### config.mk
export PLATFORM = sky130hd
export DESIGN_NAME = lcd_partial_cell_progress_bar_unit
export DESIGN_NICKNAME = d
export VERILOG_FILES = /design/src/hw/rtl/lpcpb_pkg.sv /design/src/hw/rtl/lpcpb_front.sv /design/src/hw/rtl/lpcpb_queue.sv /design/src/hw/rtl/lpcpb_back.sv /design/src/hw/rtl/lcd_partial_cell_progress_bar_unit.sv
export SDC_FILE = /design/constraint.sdc
export NUM_CORES = 1
export LEC_CHECK = 0
export BUFFER_PORTS_ARGS = -buffer_cell sky130_fd_sc_hd__buf_2
export CAP_MARGIN = 20
export CORE_ASPECT_RATIO = 1.5
export CORE_MARGIN = 3
export CORE_UTILIZATION = 40
export CTS_BUF_LIST = sky130_fd_sc_hd__clkbuf_2
export CTS_CLUSTER_DIAMETER = 150
export DETAILED_ROUTE_END_ITERATION = 12
export PLACE_DENSITY_LB_ADDON = 0.3
export REMOVE_ABC_BUFFERS = 1
export SLEW_MARGIN = 10
export SYNTH_ARGS = -nofsm -noshare
export SYNTH_HDL_FRONTEND = slang
export SYNTH_SLANG_ARGS = --single-unit
### constraint.sdc
create_clock -name i_clk -period 9.6 [get_ports i_clk]
set_input_delay 2.88 -clock i_clk [delete_from_list [all_inputs] [get_ports i_clk]]
set_output_delay 2.88 -clock i_clk [all_outputs]
set_load 0.01 [all_outputs]
### src/hw/rtl/lpcpb_pkg.sv
`timescale 1ns / 1ps
// ----------------------------------------------------------------------------
// lpcpb_pkg: shared types and constants of the progress bar unit
// Geometry constants, derived widths, the queued job and the back FSM states.
// ----------------------------------------------------------------------------
package lpcpb_pkg;

    localparam int PIXELS_PER_CELL = 5;
    localparam int MAX_CELLS       = 16;

    localparam int TIME_W   = 32;
    localparam int COL_W    = 4;
    localparam int NCELL_W  = 5;
    localparam int GLYPH_W  = 6;
    localparam int OCOL_W   = 5;

    localparam int CNT_W    = $clog2(MAX_CELLS + 1);
    localparam int PX_W     = $clog2(MAX_CELLS * PIXELS_PER_CELL + 1);
    localparam int LIT_W    = $clog2(PIXELS_PER_CELL + 1);
    localparam int PROD_W   = TIME_W + PX_W;
    localparam int DCNT_W   = $clog2(PROD_W + 1);

    localparam int Q_DEPTH  = 2;
    localparam int Q_PTR_W  = (Q_DEPTH > 1) ? $clog2(Q_DEPTH) : 1;
    localparam int Q_CNT_W  = $clog2(Q_DEPTH + 1);

    localparam logic [GLYPH_W-1:0] SPACE_CODE = GLYPH_W'(32);

    // One bar request after classification
    typedef struct packed {
        logic                bar_row;
        logic [COL_W-1:0]    col0;
        logic [CNT_W-1:0]    cells;
        logic                full_bar;   // zero total: product holds total pixels
        logic [PROD_W-1:0]   prod;
        logic [TIME_W-1:0]   total;
    } t_job;

    typedef struct packed {
        logic full;
        logic empty;
    } t_q_stat;

    typedef enum logic [1:0] {
        BK_IDLE,
        BK_DIV,
        BK_EMIT
    } t_back_state;

endpackage

### src/hw/rtl/lpcpb_front.sv
`timescale 1ns / 1ps
// ----------------------------------------------------------------------------
// lpcpb_front: request intake
// Saturates the cell count, clamps elapsed time, forms the scaled product and
// pushes the job into the queue. Zero-cell requests are taken and dropped.
// ----------------------------------------------------------------------------
module lpcpb_front
    import lpcpb_pkg::*;
(
    input  logic                i_valid,
    output logic                o_ready,
    input  logic                i_bar_row,
    input  logic [COL_W-1:0]    i_start_column,
    input  logic [NCELL_W-1:0]  i_bar_cells,
    input  logic [TIME_W-1:0]   i_elapsed_ms,
    input  logic [TIME_W-1:0]   i_total_ms,
    input  t_q_stat             i_q_stat,
    output logic                o_push,
    output t_job                o_job
);

    logic [CNT_W-1:0]  cells_sat;
    logic [PX_W-1:0]   total_px;
    logic [TIME_W-1:0] elapsed_c;
    logic              zero_total;

    always_comb begin
        if (32'(i_bar_cells) > MAX_CELLS) begin
            cells_sat = CNT_W'(MAX_CELLS);
        end else begin
            cells_sat = CNT_W'(i_bar_cells);
        end
        total_px   = PX_W'(32'(cells_sat) * 32'(PIXELS_PER_CELL));
        zero_total = (i_total_ms == '0);
        elapsed_c  = (i_elapsed_ms > i_total_ms) ? i_total_ms : i_elapsed_ms;
    end

    assign o_ready = !i_q_stat.full;
    assign o_push  = i_valid && !i_q_stat.full && (cells_sat != '0);

    always_comb begin
        o_job.bar_row  = i_bar_row;
        o_job.col0     = i_start_column;
        o_job.cells    = cells_sat;
        o_job.full_bar = zero_total;
        o_job.total    = i_total_ms;
        if (zero_total) begin
            o_job.prod = PROD_W'(total_px);
        end else begin
            o_job.prod = PROD_W'(elapsed_c) * PROD_W'(total_px);
        end
    end

endmodule

### src/hw/rtl/lpcpb_queue.sv
`timescale 1ns / 1ps
// ----------------------------------------------------------------------------
// lpcpb_queue: job queue
// Small register FIFO between intake and the divide/emit engine.
// ----------------------------------------------------------------------------
module lpcpb_queue
    import lpcpb_pkg::*;
(
    input  logic    i_clk,
    input  logic    i_rst_n,
    input  logic    i_push,
    input  t_job    i_job,
    input  logic    i_pop,
    output t_job    o_job,
    output t_q_stat o_stat
);

    t_job               r_mem [Q_DEPTH];
    logic [Q_PTR_W-1:0] r_wr_ptr;
    logic [Q_PTR_W-1:0] r_rd_ptr;
    logic [Q_CNT_W-1:0] r_count;
    logic               do_push;
    logic               do_pop;

    assign o_stat.full  = (32'(r_count) == Q_DEPTH);
    assign o_stat.empty = (r_count == '0);
    assign do_push      = i_push && !o_stat.full;
    assign do_pop       = i_pop && !o_stat.empty;
    assign o_job        = r_mem[r_rd_ptr];

    always_ff @(posedge i_clk) begin
        if (do_push) begin
            r_mem[r_wr_ptr] <= i_job;
        end
    end

    always_ff @(posedge i_clk) begin
        if (!i_rst_n) begin
            r_wr_ptr <= '0;
            r_rd_ptr <= '0;
            r_count  <= '0;
        end else begin
            if (do_push) begin
                r_wr_ptr <= (32'(r_wr_ptr) == Q_DEPTH - 1) ? '0 : r_wr_ptr + 1'b1;
            end
            if (do_pop) begin
                r_rd_ptr <= (32'(r_rd_ptr) == Q_DEPTH - 1) ? '0 : r_rd_ptr + 1'b1;
            end
            unique case ({do_push, do_pop})
                2'b10:   r_count <= r_count + 1'b1;
                2'b01:   r_count <= r_count - 1'b1;
                default: r_count <= r_count;
            endcase
        end
    end

endmodule

### src/hw/rtl/lpcpb_back.sv
`timescale 1ns / 1ps
// ----------------------------------------------------------------------------
// lpcpb_back: divide and glyph emitter
// Restoring divide, one quotient bit per cycle, then one glyph per cycle into
// an output register while that register is free; a stalled glyph holds the emitter.
// ----------------------------------------------------------------------------
module lpcpb_back
    import lpcpb_pkg::*;
(
    input  logic                i_clk,
    input  logic                i_rst_n,
    input  t_q_stat             i_q_stat,
    input  t_job                i_job,
    output logic                o_pop,
    output logic                o_valid,
    input  logic                i_ready,
    output logic [GLYPH_W-1:0]  o_glyph_code,
    output logic                o_cell_row,
    output logic [OCOL_W-1:0]   o_cell_column,
    output logic                o_last_cell
);

    t_back_state         r_state, n_state;
    logic [TIME_W:0]     r_rem, n_rem;
    logic [PROD_W-1:0]   r_quo, n_quo;
    logic [TIME_W-1:0]   r_total, n_total;
    logic [DCNT_W-1:0]   r_dcnt, n_dcnt;
    logic [PX_W-1:0]     r_filled, n_filled;
    logic [PX_W-1:0]     r_start, n_start;
    logic [CNT_W-1:0]    r_idx, n_idx;
    logic [CNT_W-1:0]    r_cells, n_cells;
    logic [COL_W-1:0]    r_col0, n_col0;
    logic                r_row, n_row;

    logic                r_out_valid, n_out_valid;
    logic [GLYPH_W-1:0]  r_glyph, n_glyph;
    logic                r_orow, n_orow;
    logic [OCOL_W-1:0]   r_ocol, n_ocol;
    logic                r_olast, n_olast;

    logic [TIME_W:0]     rem_sh;
    logic                q_bit;
    logic [PX_W-1:0]     diff;
    logic [LIT_W-1:0]    lit;
    logic                out_free;
    logic                is_last;

    always_ff @(posedge i_clk) begin
        if (!i_rst_n) begin
            r_state     <= BK_IDLE;
            r_out_valid <= 1'b0;
        end else begin
            r_state     <= n_state;
            r_out_valid <= n_out_valid;
        end
    end

    always_ff @(posedge i_clk) begin
        r_rem    <= n_rem;
        r_quo    <= n_quo;
        r_total  <= n_total;
        r_dcnt   <= n_dcnt;
        r_filled <= n_filled;
        r_start  <= n_start;
        r_idx    <= n_idx;
        r_cells  <= n_cells;
        r_col0   <= n_col0;
        r_row    <= n_row;
        r_glyph  <= n_glyph;
        r_orow   <= n_orow;
        r_ocol   <= n_ocol;
        r_olast  <= n_olast;
    end

    // Divide step and per-cell glyph
    always_comb begin
        rem_sh = {r_rem[TIME_W-1:0], r_quo[PROD_W-1]};
        q_bit  = (rem_sh >= {1'b0, r_total});
        diff   = r_filled - r_start;
        if (r_filled <= r_start) begin
            lit = '0;
        end else if (32'(diff) >= PIXELS_PER_CELL) begin
            lit = LIT_W'(PIXELS_PER_CELL);
        end else begin
            lit = LIT_W'(diff);
        end
        is_last  = (r_idx + 1'b1 == r_cells);
        out_free = !r_out_valid || i_ready;
    end

    always_comb begin
        n_state     = r_state;
        n_rem       = r_rem;
        n_quo       = r_quo;
        n_total     = r_total;
        n_dcnt      = r_dcnt;
        n_filled    = r_filled;
        n_start     = r_start;
        n_idx       = r_idx;
        n_cells     = r_cells;
        n_col0      = r_col0;
        n_row       = r_row;
        n_out_valid = r_out_valid && !i_ready;
        n_glyph     = r_glyph;
        n_orow      = r_orow;
        n_ocol      = r_ocol;
        n_olast     = r_olast;
        o_pop       = 1'b0;

        unique case (r_state)
            BK_IDLE: begin
                if (!i_q_stat.empty) begin
                    o_pop    = 1'b1;
                    n_row    = i_job.bar_row;
                    n_col0   = i_job.col0;
                    n_cells  = i_job.cells;
                    n_total  = i_job.total;
                    n_quo    = i_job.prod;
                    n_rem    = '0;
                    n_dcnt   = '0;
                    n_idx    = '0;
                    n_start  = '0;
                    n_filled = i_job.prod[PX_W-1:0];
                    n_state  = i_job.full_bar ? BK_EMIT : BK_DIV;
                end
            end
            BK_DIV: begin
                n_rem  = q_bit ? rem_sh - {1'b0, r_total} : rem_sh;
                n_quo  = {r_quo[PROD_W-2:0], q_bit};
                n_dcnt = r_dcnt + 1'b1;
                if (32'(r_dcnt) == PROD_W - 1) begin
                    // quotient never exceeds the bar's pixel count
                    n_filled = PX_W'({r_quo[PROD_W-2:0], q_bit});
                    n_state  = BK_EMIT;
                end
            end
            BK_EMIT: begin
                if (out_free) begin
                    n_out_valid = 1'b1;
                    n_glyph     = (lit == '0) ? SPACE_CODE : GLYPH_W'(lit - 1'b1);
                    n_orow      = r_row;
                    n_ocol      = OCOL_W'(r_col0) + OCOL_W'(r_idx);
                    n_olast     = is_last;
                    n_idx       = r_idx + 1'b1;
                    n_start     = r_start + PX_W'(PIXELS_PER_CELL);
                    if (is_last) begin
                        n_state = BK_IDLE;
                    end
                end
            end
            default: n_state = BK_IDLE;
        endcase
    end

    assign o_valid       = r_out_valid;
    assign o_glyph_code  = r_glyph;
    assign o_cell_row    = r_orow;
    assign o_cell_column = r_ocol;
    assign o_last_cell   = r_olast;

endmodule

### src/hw/rtl/lcd_partial_cell_progress_bar_unit.sv
`timescale 1ns / 1ps
// ----------------------------------------------------------------------------
// lcd_partial_cell_progress_bar_unit: smooth progress bar glyph generator
// Turns one bar request into one glyph beat per cell, left to right.
// ----------------------------------------------------------------------------
//  channel   direction  handshake            payload
//  request   in         i_valid / o_ready    bar_row, start_column, bar_cells,
//                                            elapsed_ms, total_ms
//  glyph     out        o_valid / i_ready    glyph_code, cell_row, cell_column,
//                                            last_cell
//
//  A request is popped from the queue, runs through the restoring divider
//  (one bit of the 39-bit product per cycle, skipped for a zero total), then
//  emits one glyph per cell.
//  Requests are taken while the queue has room; zero-cell ones emit nothing.
//  A stalled glyph holds in the output register and stops the emitter only.
//  Synchronous active-low reset empties the queue and the output register.
// ----------------------------------------------------------------------------
module lcd_partial_cell_progress_bar_unit
    import lpcpb_pkg::*;
(
    input  logic                i_clk,
    input  logic                i_rst_n,
    input  logic                i_valid,
    output logic                o_ready,
    input  logic                i_bar_row,
    input  logic [COL_W-1:0]    i_start_column,
    input  logic [NCELL_W-1:0]  i_bar_cells,
    input  logic [TIME_W-1:0]   i_elapsed_ms,
    input  logic [TIME_W-1:0]   i_total_ms,
    output logic                o_valid,
    input  logic                i_ready,
    output logic [GLYPH_W-1:0]  o_glyph_code,
    output logic                o_cell_row,
    output logic [OCOL_W-1:0]   o_cell_column,
    output logic                o_last_cell
);

    t_q_stat q_stat;
    t_job    push_job;
    t_job    head_job;
    logic    push;
    logic    pop;

    lpcpb_front u_front (
        .i_valid        (i_valid),
        .o_ready        (o_ready),
        .i_bar_row      (i_bar_row),
        .i_start_column (i_start_column),
        .i_bar_cells    (i_bar_cells),
        .i_elapsed_ms   (i_elapsed_ms),
        .i_total_ms     (i_total_ms),
        .i_q_stat       (q_stat),
        .o_push         (push),
        .o_job          (push_job)
    );

    lpcpb_queue u_queue (
        .i_clk   (i_clk),
        .i_rst_n (i_rst_n),
        .i_push  (push),
        .i_job   (push_job),
        .i_pop   (pop),
        .o_job   (head_job),
        .o_stat  (q_stat)
    );

    lpcpb_back u_back (
        .i_clk         (i_clk),
        .i_rst_n       (i_rst_n),
        .i_q_stat      (q_stat),
        .i_job         (head_job),
        .o_pop         (pop),
        .o_valid       (o_valid),
        .i_ready       (i_ready),
        .o_glyph_code  (o_glyph_code),
        .o_cell_row    (o_cell_row),
        .o_cell_column (o_cell_column),
        .o_last_cell   (o_last_cell)
    );

endmodule
==> metrics, run 1 <==
Final GP Congestion 0.895; largest cells by area after synthesis edfxtp_1 (41%), fa_1 (13%), ha_1 (7.9%), inv_1 (4.1%), nor2_1 (3.7%); PwrDens 360 nW/um2; hold crit path type flip-flop to flip-flop; row count 106; Avg Cell Area, Syn 10.9 um2; CTS Root Cell clkbuf_2; Final Skew 0.0709 ns; Worst Path Buf+Inv 8; Die Wd 201 um; cell mode on critical path fa_1; H-tree Lvls 3; CTS Sinks 322; Final Hold Vio Count 0; HPWL Detailed 46,400 um; number of global-route vias before repair 17,700; endpoints failing setup 0; die area 59,900 um2; Max-slew headroom 27.5%; Post-Layout Cell Count 3,244; # port buffers 92; share of cells above drive strength 1 22.4%; crit-path max cell delay 0.54 ns; Top FF cell, synth edfxtp_1; Static Leak 0.0118 uW; drt wl/cell 18.0 um; Required @ worst endpoint 10.19 ns; CTS clk-pin slew, worst paths 0.13 ns; DR iter-0 viols 919; Die Ht 298 um; clock power share 8.7%; FMAX 0.107 GHz; Synth Warn # 0; Via density 5.13; Setup crit end kind flip-flop; number of synthesized flops with an enable pin 314; area grow syn2layout 17.6%; most instantiated cells after synthesis edfxtp_1 (314), inv_1 (248), nor2_1 (226), fa_1 (153), ha_1 (144); Total GRT Usage 19.7%; CTS Hold Bufs 0; sequential cell area 9590 um2; DRC violations left 0; cell area after synthesis 22,800 um2; post-synth top area cell edfxtp_1; Tcrit/Tclk final 97.6%; Synth Instances 2,082; Worst VDD drop 0.219 mV; setup ws final 0.230 ns; distinct cell type count after synthesis 71; multi-input gate area in the final layout 12,200 um2; maxcap violations 0; async set-reset flop share out of synthesis 0%; crit path DAT 9.96 ns; most frequent cell after synthesis edfxtp_1; Slew Limit Fails 0; Initial Util 40.6%; CORE AREA 56,100 um2; WS Path Type primary input to flip-flop; clock buffer depth 3; internal power 5500 uW; slowest CP cell fa_1; register area share after synthesis 42.1%; Logic pwr share 63.0%; first-pass GRT wire length 93,700 um; clk_lat worst skew 0.90 ns; post-route antenna net violation count 0; Seq cells post-synth 322; Place WS -0.784 ns; cell family with most CP delay adder cells; Post-layout nets 2,814; IO Pins 93; largest net degree at the start of global routing 79; switch share 43.0%; initial antenna violation count 2; actual slew at the worst max-slew pin 1.09 ns; # fillers 5,155; Startpoint Class primary input; dpl cells 3,117; top-area cell type share of the netlist area 41.4%; status complete, no violations; number of buffers created by CTS 66; final WL 58,500 um; sequential power share 28.3%; switching pwr 4150 uW; CP Max Fanout 8; Vias 16,600; CTS tree yes; Period minus WS final 9.37 ns; total iterations of the first detailed-routing run 6; GRT overflow 0
timing repair:
| item | 4_1_cts | 5_1_grt |
|---|---|---|
| resized for setup | 0 | 28 |
| endpoints found under the setup margin | 0 | 21 |
| endpoints found under the hold margin | 0 | 0 |
| setup buffers | 0 | 9 |
state kept, by name, indices dropped and copies added (netlist names), 2 cells and up, named ones only:
signal / count
u_back.r_quo: 39
u_back.o_cell_column: 5
u_queue.r_count: 2
u_back.r_idx: 5
u_back.r_state: 2
u_back.o_glyph_code: 5
u_queue.r_mem: 164
u_back.r_col0: 4
u_back.r_rem: 32
u_back.r_filled: 7
u_back.r_dcnt: 6
u_back.r_start: 7
u_back.r_total: 32
u_back.r_cells: 5
worst register-to-register path, delay by kind of cell, from the launching register on:
family                   cells  cell delay (ns)
AO/OA/AOI/OAI                5             1.44
adder cells (fa/ha/maj)      1             0.40
flip-flops                   1             0.40
buffers and inverters        1             0.45
AND/OR/NAND/NOR              4             0.98
path summary, 6_finish.rpt:
kind	start	end	slack, ns	cells after the start
worst min register to register	u_back.r_row	u_back.o_cell_row	0.46	0
worst max-delay path	i_elapsed_ms[25]	u_queue.r_mem[1][67]	0.23	31
worst max register to register	u_back.r_rem[2]	u_back.r_rem[27]	5.74	11
worst min-delay path	u_back.r_row	u_back.o_cell_row	0.46	0
per-layer routing:
| layer | part of all wire [%] | track usage [%] | wire, um |
|---|---|---|---|
| met1 | 40 | 23.0 | 23500 |
| met4 | 4.0 | 8.50 | 2370 |
| met3 | 3.8 | 2.62 | 2210 |
| met5 | 0 | 0 | 0 |
| met2 | 52 | 36.1 | 30400 |
cell type report:
| class | instances | area share, % |
|---|---|---|
| Timing Repair Buffer | 360 | 9.45 |
| Inverter | 248 | 3.47 |
| Tap cell | 756 | 3.53 |
| Antenna cell | 2 | 0.0187 |
| Sequential cell | 322 | 35.8 |
| Clock inverter | 28 | 0.710 |
| Clock buffer | 87 | 1.62 |
| Multi-Input combinational cell | 1441 | 45.4 |
power groups by stage:
| stage | sequential (uW) | clock [uW] | combinational (uW) |
|---|---|---|---|
| after CTS | 2730 | 879 | 6010 |
| after global routing | 2780 | 947 | 6830 |
| final | 2730 | 841 | 6080 |
| after floorplan | 2770 | 0 | 3980 |
| after global placement | 2740 | 0 | 5870 |
| after detailed placement | 2760 | 0 | 5980 |
per-stage QoR:
step                      hold slack (ns)  utilization (%)  cell area [um2]  power (uW)  setup TNS (ns)
after floorplan                     0.400                -            22500        6750         -137.42
after global placement              0.455             46.2            25900        8610          -22.86
after detailed placement            0.442             46.2            25900        8740          -26.00
after CTS                           0.465             47.4            26600        9620               0
after global routing                0.492             47.8            26800       10600     -0.00000799
final                               0.457             47.8            26800        9640               0
cell families (layout without fill, tap and decap cells):
group / count (synthesis) / count (layout) / synth area share [%]
multiplexers: 130 / 130 / 5.98
adder cells (fa/ha/maj): 297 / 297 / 21.4
XOR/XNOR: 85 / 85 / 3.27
buffers and inverters: 319 / 723 / 5.38
other: 0 / 2 / 0
flip-flops: 322 / 322 / 42.1
AO/OA/AOI/OAI: 344 / 344 / 9.74
AND/OR/NAND/NOR: 585 / 585 / 12.2
cells in the final DEF, fill, tap and decap left out, drive strengths merged, types with 10 or more instances in the layout:
cell type / instances
xnor2: 48
ha: 144
nand3: 42
nor2: 227
buf: 360
and3: 11
nor3: 19
clkbuf: 87
clkinv: 21
nand2: 107
nand2b: 46
nor4: 10
mux2i: 82
a211oi: 16
and2: 10
inv: 252
nand4: 16
xor2: 37
edfxtp: 314
o21bai: 14
a21o: 43
a21oi: 91
o211ai: 10
o21ai: 96
nor2b: 73
or2: 12
mux2: 48
fa: 153
Power figures use the tool's default switching activity.
==> run 2: changes to the inputs <==
==> constraint.sdc (replaced) <==
create_clock -name i_clk -period 11.8 [get_ports i_clk]
set_input_delay 3.54 -clock i_clk [delete_from_list [all_inputs] [get_ports i_clk]]
set_output_delay 3.54 -clock i_clk [all_outputs]
set_load 0.01 [all_outputs]
==> run 2 against run 1 <==
Net effect:
- register-to-register slack better by 2.5 ns
- sequential cell count did not move
- clock skew is 0.040 ns higher
- global-route usage fell by 0.26 points
- worst setup slack gained 0.76 ns
- die area unchanged
- first-iteration DRC count decreased by 6.9%
- largest power group unchanged
- critical path depth decreased by 1
- total power down 24%
- largest cell class unchanged
==> metrics, run 2 (synthesis results as in run 1) <==
number of global-route vias before repair 17,500 (was 17,700); HPWL Detailed 44,600 um (was 46,400 um); CP Max Fanout 12 (was 8); # port buffers 92 (unchanged); status complete, no violations (unchanged); Required @ worst endpoint 12.40 ns (was 10.19 ns); final WL 57,600 um (was 58,500 um); Final Skew 0.110 ns (was 0.0709 ns); Tcrit/Tclk final 91.6%; Post-layout nets 2,611 (was 2,814); CTS clk-pin slew, worst paths 0.10 ns (was 0.13 ns); # fillers 5,351 (was 5,155); Via density 5.20 (was 5.13); RSZ-0062 raised after global routing no; Worst Path Buf+Inv 7 (was 8); Place WS 0.179 ns (was -0.784 ns); CTS Sinks 322 (unchanged); clk_lat worst skew 0.95 ns (was 0.90 ns); Worst VDD drop 0.171 mV (was 0.219 mV); DRC violations left 0 (unchanged); clock buffer depth 3 (unchanged); Die Ht 298 um (unchanged); commonest cells after routing, fill and taps aside edfxtp_1 (314), inv_1 (248), nor2_1 (222) (was edfxtp_1 (314), buf_4 (261), inv_1 (248)); Top reg by flops u_queue.r_mem (unchanged); WHS 0.465 ns (was 0.457 ns); total iterations of the first detailed-routing run 5 (was 6); cell family with most CP delay compound AO/OA/AOI/OAI gates (was adder cells); drt wl/cell 18.9 um (was 18.0 um); PwrDens 291 nW/um2 (was 360 nW/um2); multi-input gate area in the final layout 12,000 um2 (was 12,200 um2); Slew Limit Fails 0 (unchanged); CTS Hold Bufs 0 (unchanged); largest net degree at the start of global routing 82 (was 79); hold crit path type flip-flop to flip-flop (unchanged); Initial Util 40.6% (unchanged); post-route antenna net violation count 0 (unchanged); share of cells above drive strength 1 14.8% (was 22.4%); maxcap violations 0 (unchanged); first-pass GRT wire length 92,200 um (was 93,700 um); Final GP Congestion 0.929 (was 0.895); FMAX 0.0925 GHz; CTS tree yes (unchanged); cts repair resizes 0 (unchanged); Die Wd 201 um (unchanged); sequential cell area 9590 um2 (unchanged); Period minus WS final 10.81 ns; commonest non-fill, non-tap cell in the layout edfxtp_1 (unchanged); crit path DAT 11.41 ns (was 9.96 ns); Total GRT Usage 19.4% (was 19.7%); DR iter-0 viols 856 (was 919); initial antenna violation count 3 (was 2); Max-slew headroom 26.5% (was 27.5%); GRT overflow 0 (unchanged); crit-path max cell delay 0.63 ns (was 0.54 ns); endpoints failing setup 0 (unchanged); die area 59,900 um2 (unchanged); H-tree Lvls 3 (unchanged); Static Leak 0.0107 uW (was 0.0118 uW); area grow syn2layout 10.2% (was 17.6%); CTS Root Cell clkbuf_2 (unchanged); CORE AREA 56,100 um2 (unchanged); WS Path Type primary input to flip-flop (unchanged); Setup crit end kind flip-flop (unchanged); Final Hold Vio Count 0 (unchanged); actual slew at the worst max-slew pin 1.10 ns (was 1.09 ns); Largest regs u_queue.r_mem: 164 flops, u_back.r_quo: 39 flops (unchanged); IO Pins 93 (unchanged); Largest register FFs 164 (unchanged); row count 106 (unchanged); Vias 15,900 (was 16,600); Setup Buffers After CTS 0 (unchanged); number of buffers created by CTS 69 (was 66); setup ws final 0.993 ns (was 0.230 ns); slowest CP cell a31oi_1 (was fa_1); Startpoint Class primary input (unchanged)
==> run 2: metal layers <==
layer	up-vias	wire length, um	global-route usage, %	share of wire, %
met5	-	0	0	0
met3	126	2160	2.91	3.8
li1	7534	-	-	-
met2	362	30900	36.7	54
met1	7831	22500	21.7	39
met4	0	2000	7.87	3.5
==> run 2: power by group <==
part | internal (uW) | switching [uW] | leakage (uW) | total, uW
Sequential | 2050 | 174 | 0.00305 | 2230
Combinational | 1700 | 2670 | 0.00722 | 4370
Clock | 261 | 433 | 0.000475 | 694
==> run 2: worst reg2reg max path: cells and delay by family, from the launching register on <==
| kind | cells | cell delay (ns) |
|---|---|---|
| AOI/OAI and AO/OA | 4 | 1.11 |
| adders and majority gates | 1 | 0.40 |
| buffers and inverters | 1 | 0.46 |
| DFF | 1 | 0.41 |
| muxes | 1 | 0.27 |
| and+or+nand+nor | 4 | 0.60 |
==> run 2: per-stage QoR <==
stage / power, uW / instances / cell area, um2 / util, % / setup TNS, ns
after floorplan: 5490 / 2011 / 22500 / - / -36.93
after global placement: 6520 / 2921 / 24400 / 43.6 / 0
after detailed placement: 6630 / 2921 / 24400 / 43.6 / 0
after CTS: 7360 / 3044 / 25100 / 44.7 / 0
after global routing: 7990 / 3046 / 25100 / 44.7 / 0
final: 7290 / 3048 / 25100 / 44.7 / 0
==> run 2: layout make-up <==
class | instances | share of cell area [%]
multi-input combinational | 1441 | 47.9
sequential | 322 | 38.2
tap | 756 | 3.77
timing repair buffer | 154 | 3.74
inverter | 248 | 3.71
clock buffer | 91 | 1.81
clock inverter | 32 | 0.807
antenna | 4 | 0.0399
==> run 2: path summary, 6_finish.rpt <==
check	start	end	slack [ns]	cells past startpoint
setup reg to reg	u_back.r_rem[2]	u_back.r_rem[4]	8.28	11
hold / removal	u_back.r_row	u_back.o_cell_row	0.46	0
setup / recovery	i_total_ms[29]	u_queue.r_mem[0][67]	0.99	30
hold reg to reg	u_back.r_row	u_back.o_cell_row	0.46	0
==> run 3: changes to the inputs <==
--- a/config.mk
+++ b/config.mk
@@ -5,6 +5,7 @@
 export SDC_FILE = /design/constraint.sdc
 export NUM_CORES = 1
 export LEC_CHECK = 0
+export ABC_AREA = 1
 export BUFFER_PORTS_ARGS = -buffer_cell sky130_fd_sc_hd__buf_2
 export CAP_MARGIN = 20
 export CORE_ASPECT_RATIO = 1.5
@@ -13,9 +14,10 @@
 export CTS_BUF_LIST = sky130_fd_sc_hd__clkbuf_2
 export CTS_CLUSTER_DIAMETER = 150
 export DETAILED_ROUTE_END_ITERATION = 12
-export PLACE_DENSITY_LB_ADDON = 0.3
+export PLACE_DENSITY = 0.63
 export REMOVE_ABC_BUFFERS = 1
 export SLEW_MARGIN = 10
 export SYNTH_ARGS = -nofsm -noshare
 export SYNTH_HDL_FRONTEND = slang
+export SYNTH_HIERARCHICAL = 1
 export SYNTH_SLANG_ARGS = --single-unit
==> run 3 against run 2 <==
Net effect:
- final cell count rose by 25%
- first-iteration DRC count rose by 33%
- global-route usage rose by 0.92 points
- register-to-register slack improved by 0.56 ns
- worst hold slack got worse by 0.0022 ns
- final area rose by 8.2%
- routed wire length rose by 16%
- synthesized cell count rose by 38%
- critical path depth did not move
- critical path type unchanged
- critical endpoint is now u_queue/r_mem[0][66]
- largest cell class unchanged
==> metrics, run 3 <==
r2r endpoint u_back/r_quo[0] (was u_back.r_rem[4]); hold crit path type flip-flop to flip-flop (unchanged); DRC violations left 0 (unchanged); Tcrit/Tclk final 83.5% (was 91.6%); M3 GR Usage 2.94% (was 2.91%); post-route antenna net violation count 0 (unchanged); die area 66,700 um2 (was 59,900 um2); cell mode on critical path nand2_1; number of buffers created by CTS 79 (was 69); register area share after synthesis 37.7% (was 42.1%); actual slew at the worst max-slew pin 0.992 ns (was 1.10 ns); Slew Limit Fails 0 (unchanged); Top FF cell, synth edfxtp_1 (unchanged); Top reg by flops u_queue/r_mem (was u_queue.r_mem); cts repair resizes 0 (unchanged); Startpoint Class primary input (unchanged); R2R depth 13 (was 11); post-synth top area cell edfxtp_1 (unchanged); Avg Cell Area, Syn 8.87 um2 (was 10.9 um2); largest cells by area after synthesis edfxtp_1 (37%), fa_1 (12%), nand2_1 (9.6%), inv_1 (7.1%), ha_1 (7.1%) (was edfxtp_1 (41%), fa_1 (13%), ha_1 (7.9%), inv_1 (4.1%), nor2_1 (3.7%)); clk_lat worst skew 1.05 ns (was 0.95 ns); Via density 5.05 (was 5.20); Synth Instances 2,865 (was 2,082); RSZ-0062 raised after global routing no (unchanged); area grow syn2layout 6.83% (was 10.2%); first-pass GRT wire length 105,000 um (was 92,200 um); Worst R2R Start u_back/r_rem[11] (was u_back.r_rem[2]); share of cells above drive strength 1 13.3% (was 14.8%); Final Skew 0.0743 ns (was 0.110 ns); GRT overflow 0 (unchanged); top-area cell type share of the netlist area 37.1% (was 41.4%); R2R Setup Slk 8.84 ns (was 8.28 ns); setup ws final 1.95 ns (was 0.993 ns); CTS tree yes (unchanged); CORE AREA 62,500 um2 (was 56,100 um2); CP Max Fanout 80 (was 12); Seq cells post-synth 322 (unchanged); commonest non-fill, non-tap cell in the layout nand2_1 (was edfxtp_1); number of global-route vias before repair 19,800 (was 17,500); cell area after synthesis 25,400 um2 (was 22,800 um2); crit path DAT 10.58 ns (was 11.41 ns); FMAX 0.102 GHz (was 0.0925 GHz); Total GRT Usage 20.3% (was 19.4%); min-delay src u_back/r_row (was u_back.r_row); largest net degree at the start of global routing 81 (was 82); Required @ worst endpoint 12.53 ns (was 12.40 ns); WS Path Type primary input to flip-flop (unchanged); drt wl/cell 17.5 um (was 18.9 um); Die Ht 315 um (was 298 um); worst hold path depth 0 (unchanged); commonest cells after routing, fill and taps aside nand2_1 (653), inv_1 (482), nor2_1 (376) (was edfxtp_1 (314), inv_1 (248), nor2_1 (222)); Setup crit end kind flip-flop (unchanged); Die Wd 212 um (was 201 um); # port buffers 92 (unchanged); total iterations of the first detailed-routing run 7 (was 5); Final Hold Vio Count 0 (unchanged); endpoints failing setup 0 (unchanged); crit-path max cell delay 0.65 ns (was 0.63 ns); Largest register FFs 164 (unchanged); routing usage on met2 38.4% (was 36.7%); clock buffer depth 3 (unchanged); most frequent cell after synthesis nand2_1 (was edfxtp_1); CTS Hold Bufs 0 (unchanged); setup TNS 0 ns (unchanged); Initial Util 40.7% (was 40.6%); Largest regs u_queue/r_mem: 164 flops, u_back/r_quo: 39 flops (was u_queue.r_mem: 164 flops, u_back.r_quo: 39 flops); WHS 0.462 ns (was 0.465 ns); Vias 19,300 (was 15,900); maxcap violations 0 (unchanged); status complete, no violations (unchanged); Hold Path Sink u_back/o_cell_row (was u_back.o_cell_row); HPWL Detailed 52,300 um (was 44,600 um); Post-layout nets 3,334 (was 2,611); M1 GR Usage 21.5% (was 21.7%); most instantiated cells after synthesis nand2_1 (653), inv_1 (483), nor2_1 (381), edfxtp_1 (314), fa_1 (153) (was edfxtp_1 (314), inv_1 (248), nor2_1 (226), fa_1 (153), ha_1 (144)); Final GP Congestion 0.993 (was 0.929); IO Pins 93 (unchanged); Place WS 1.01 ns (was 0.179 ns); CTS clk-pin slew, worst paths 0.10 ns (about the same); Setup Buffers After CTS 0 (unchanged); initial antenna violation count 3 (unchanged); H-tree Lvls 3 (unchanged); GR peak layer met2 (unchanged); Period minus WS final 9.85 ns (was 10.81 ns); DR iter-0 viols 1,137 (was 856); number of synthesized flops with an enable pin 314 (unchanged); slowest CP cell o21ai_2 (was a31oi_1); CTS Root Cell clkbuf_2 (unchanged); row count 112 (was 106); CTS Sinks 322 (unchanged); Synth Warn # 6 (was 0); distinct cell type count after synthesis 49 (was 71); Max-slew headroom 33.9% (was 26.5%); async set-reset flop share out of synthesis 0% (unchanged); final WL 67,000 um (was 57,600 um)
-- run 3: cell count changes in the layout (fill, tap and decap cells not counted), sizes merged, moves of 40 or more --
cell and change:
nand2 +555, nor2 +178, buf -40, inv +241
nand2b -46, mux2i -82, nor2b -73, nand3 +62
-- run 3: how the worst max path moves through the flow --
stage | startpoint | to | slack [ns] | cells after the start
2_1_floorplan | i_bar_cells[0] | u_queue/r_mem[0][66] | 1.07 | 26
3_3_place_gp | i_total_ms[21] | u_queue/r_mem[0][50] | 1.01 | 26
3_5_place_dp | i_total_ms[20] | u_queue/r_mem[0][50] | 1.01 | 26
4_1_cts | i_total_ms[11] | u_queue/r_mem[0][66] | 2.11 | 31
5_1_grt | i_total_ms[21] | u_queue/r_mem[0][66] | 1.63 | 29
6_report | i_total_ms[11] | u_queue/r_mem[0][66] | 1.95 | 30
-- run 3: kinds of logic (layout without fill, tap and decap cells) --
group / count (synthesis) / after routing / share of synthesized area (%)
xor+xnor: 36 / 36 / 1.24
mux: 82 / 82 / 4.81
compound gates: 257 / 257 / 5.94
other cells: 0 / 2 / 0
buf+inv: 591 / 743 / 10.2
simple gates: 1280 / 1280 / 21.0
fa+ha+maj: 297 / 297 / 19.1
flops: 322 / 322 / 37.7
-- run 3: metrics by stage --
stage	cells	utilization, %	instance area (um2)
floorplan	2764	-	24700
global placement	3674	42.2	26300
detailed placement	3675	42.2	26400
CTS	3814	43.4	27100
global route	3817	43.4	27200
finish	3817	43.4	27200
-- run 3: metal layers --
layer,part of all wire [%],wire [um]
met1,37,24600
met2,53,35800
met3,4.3,2890
met4,5.6,3740
met5,0,0
-- run 3: critical path, delay by kind of cell --
kind / cells / cell delay [ns]
adder cells (fa/ha/maj): 6 / 2.78
AND/OR/NAND/NOR: 15 / 2.27
buffers and inverters: 5 / 0.37
AO/OA/AOI/OAI: 4 / 1.61
-- run 3: area by class of cell --
type / count / area [um2]
Clock buffer: 105 / 526
Multi-Input combinational cell: 1952 / 13300
Inverter: 490 / 1840
Tap cell: 798 / 998
Timing Repair Buffer: 114 / 638
Sequential cell: 322 / 9590
Fill cell: 6302 / 35300
Clock inverter: 34 / 262
Antenna cell: 2 / 5.00
Power of run 3 is not shown: default switching activity piles up to over one toggle a cycle in this logic, so the estimate is an artifact.
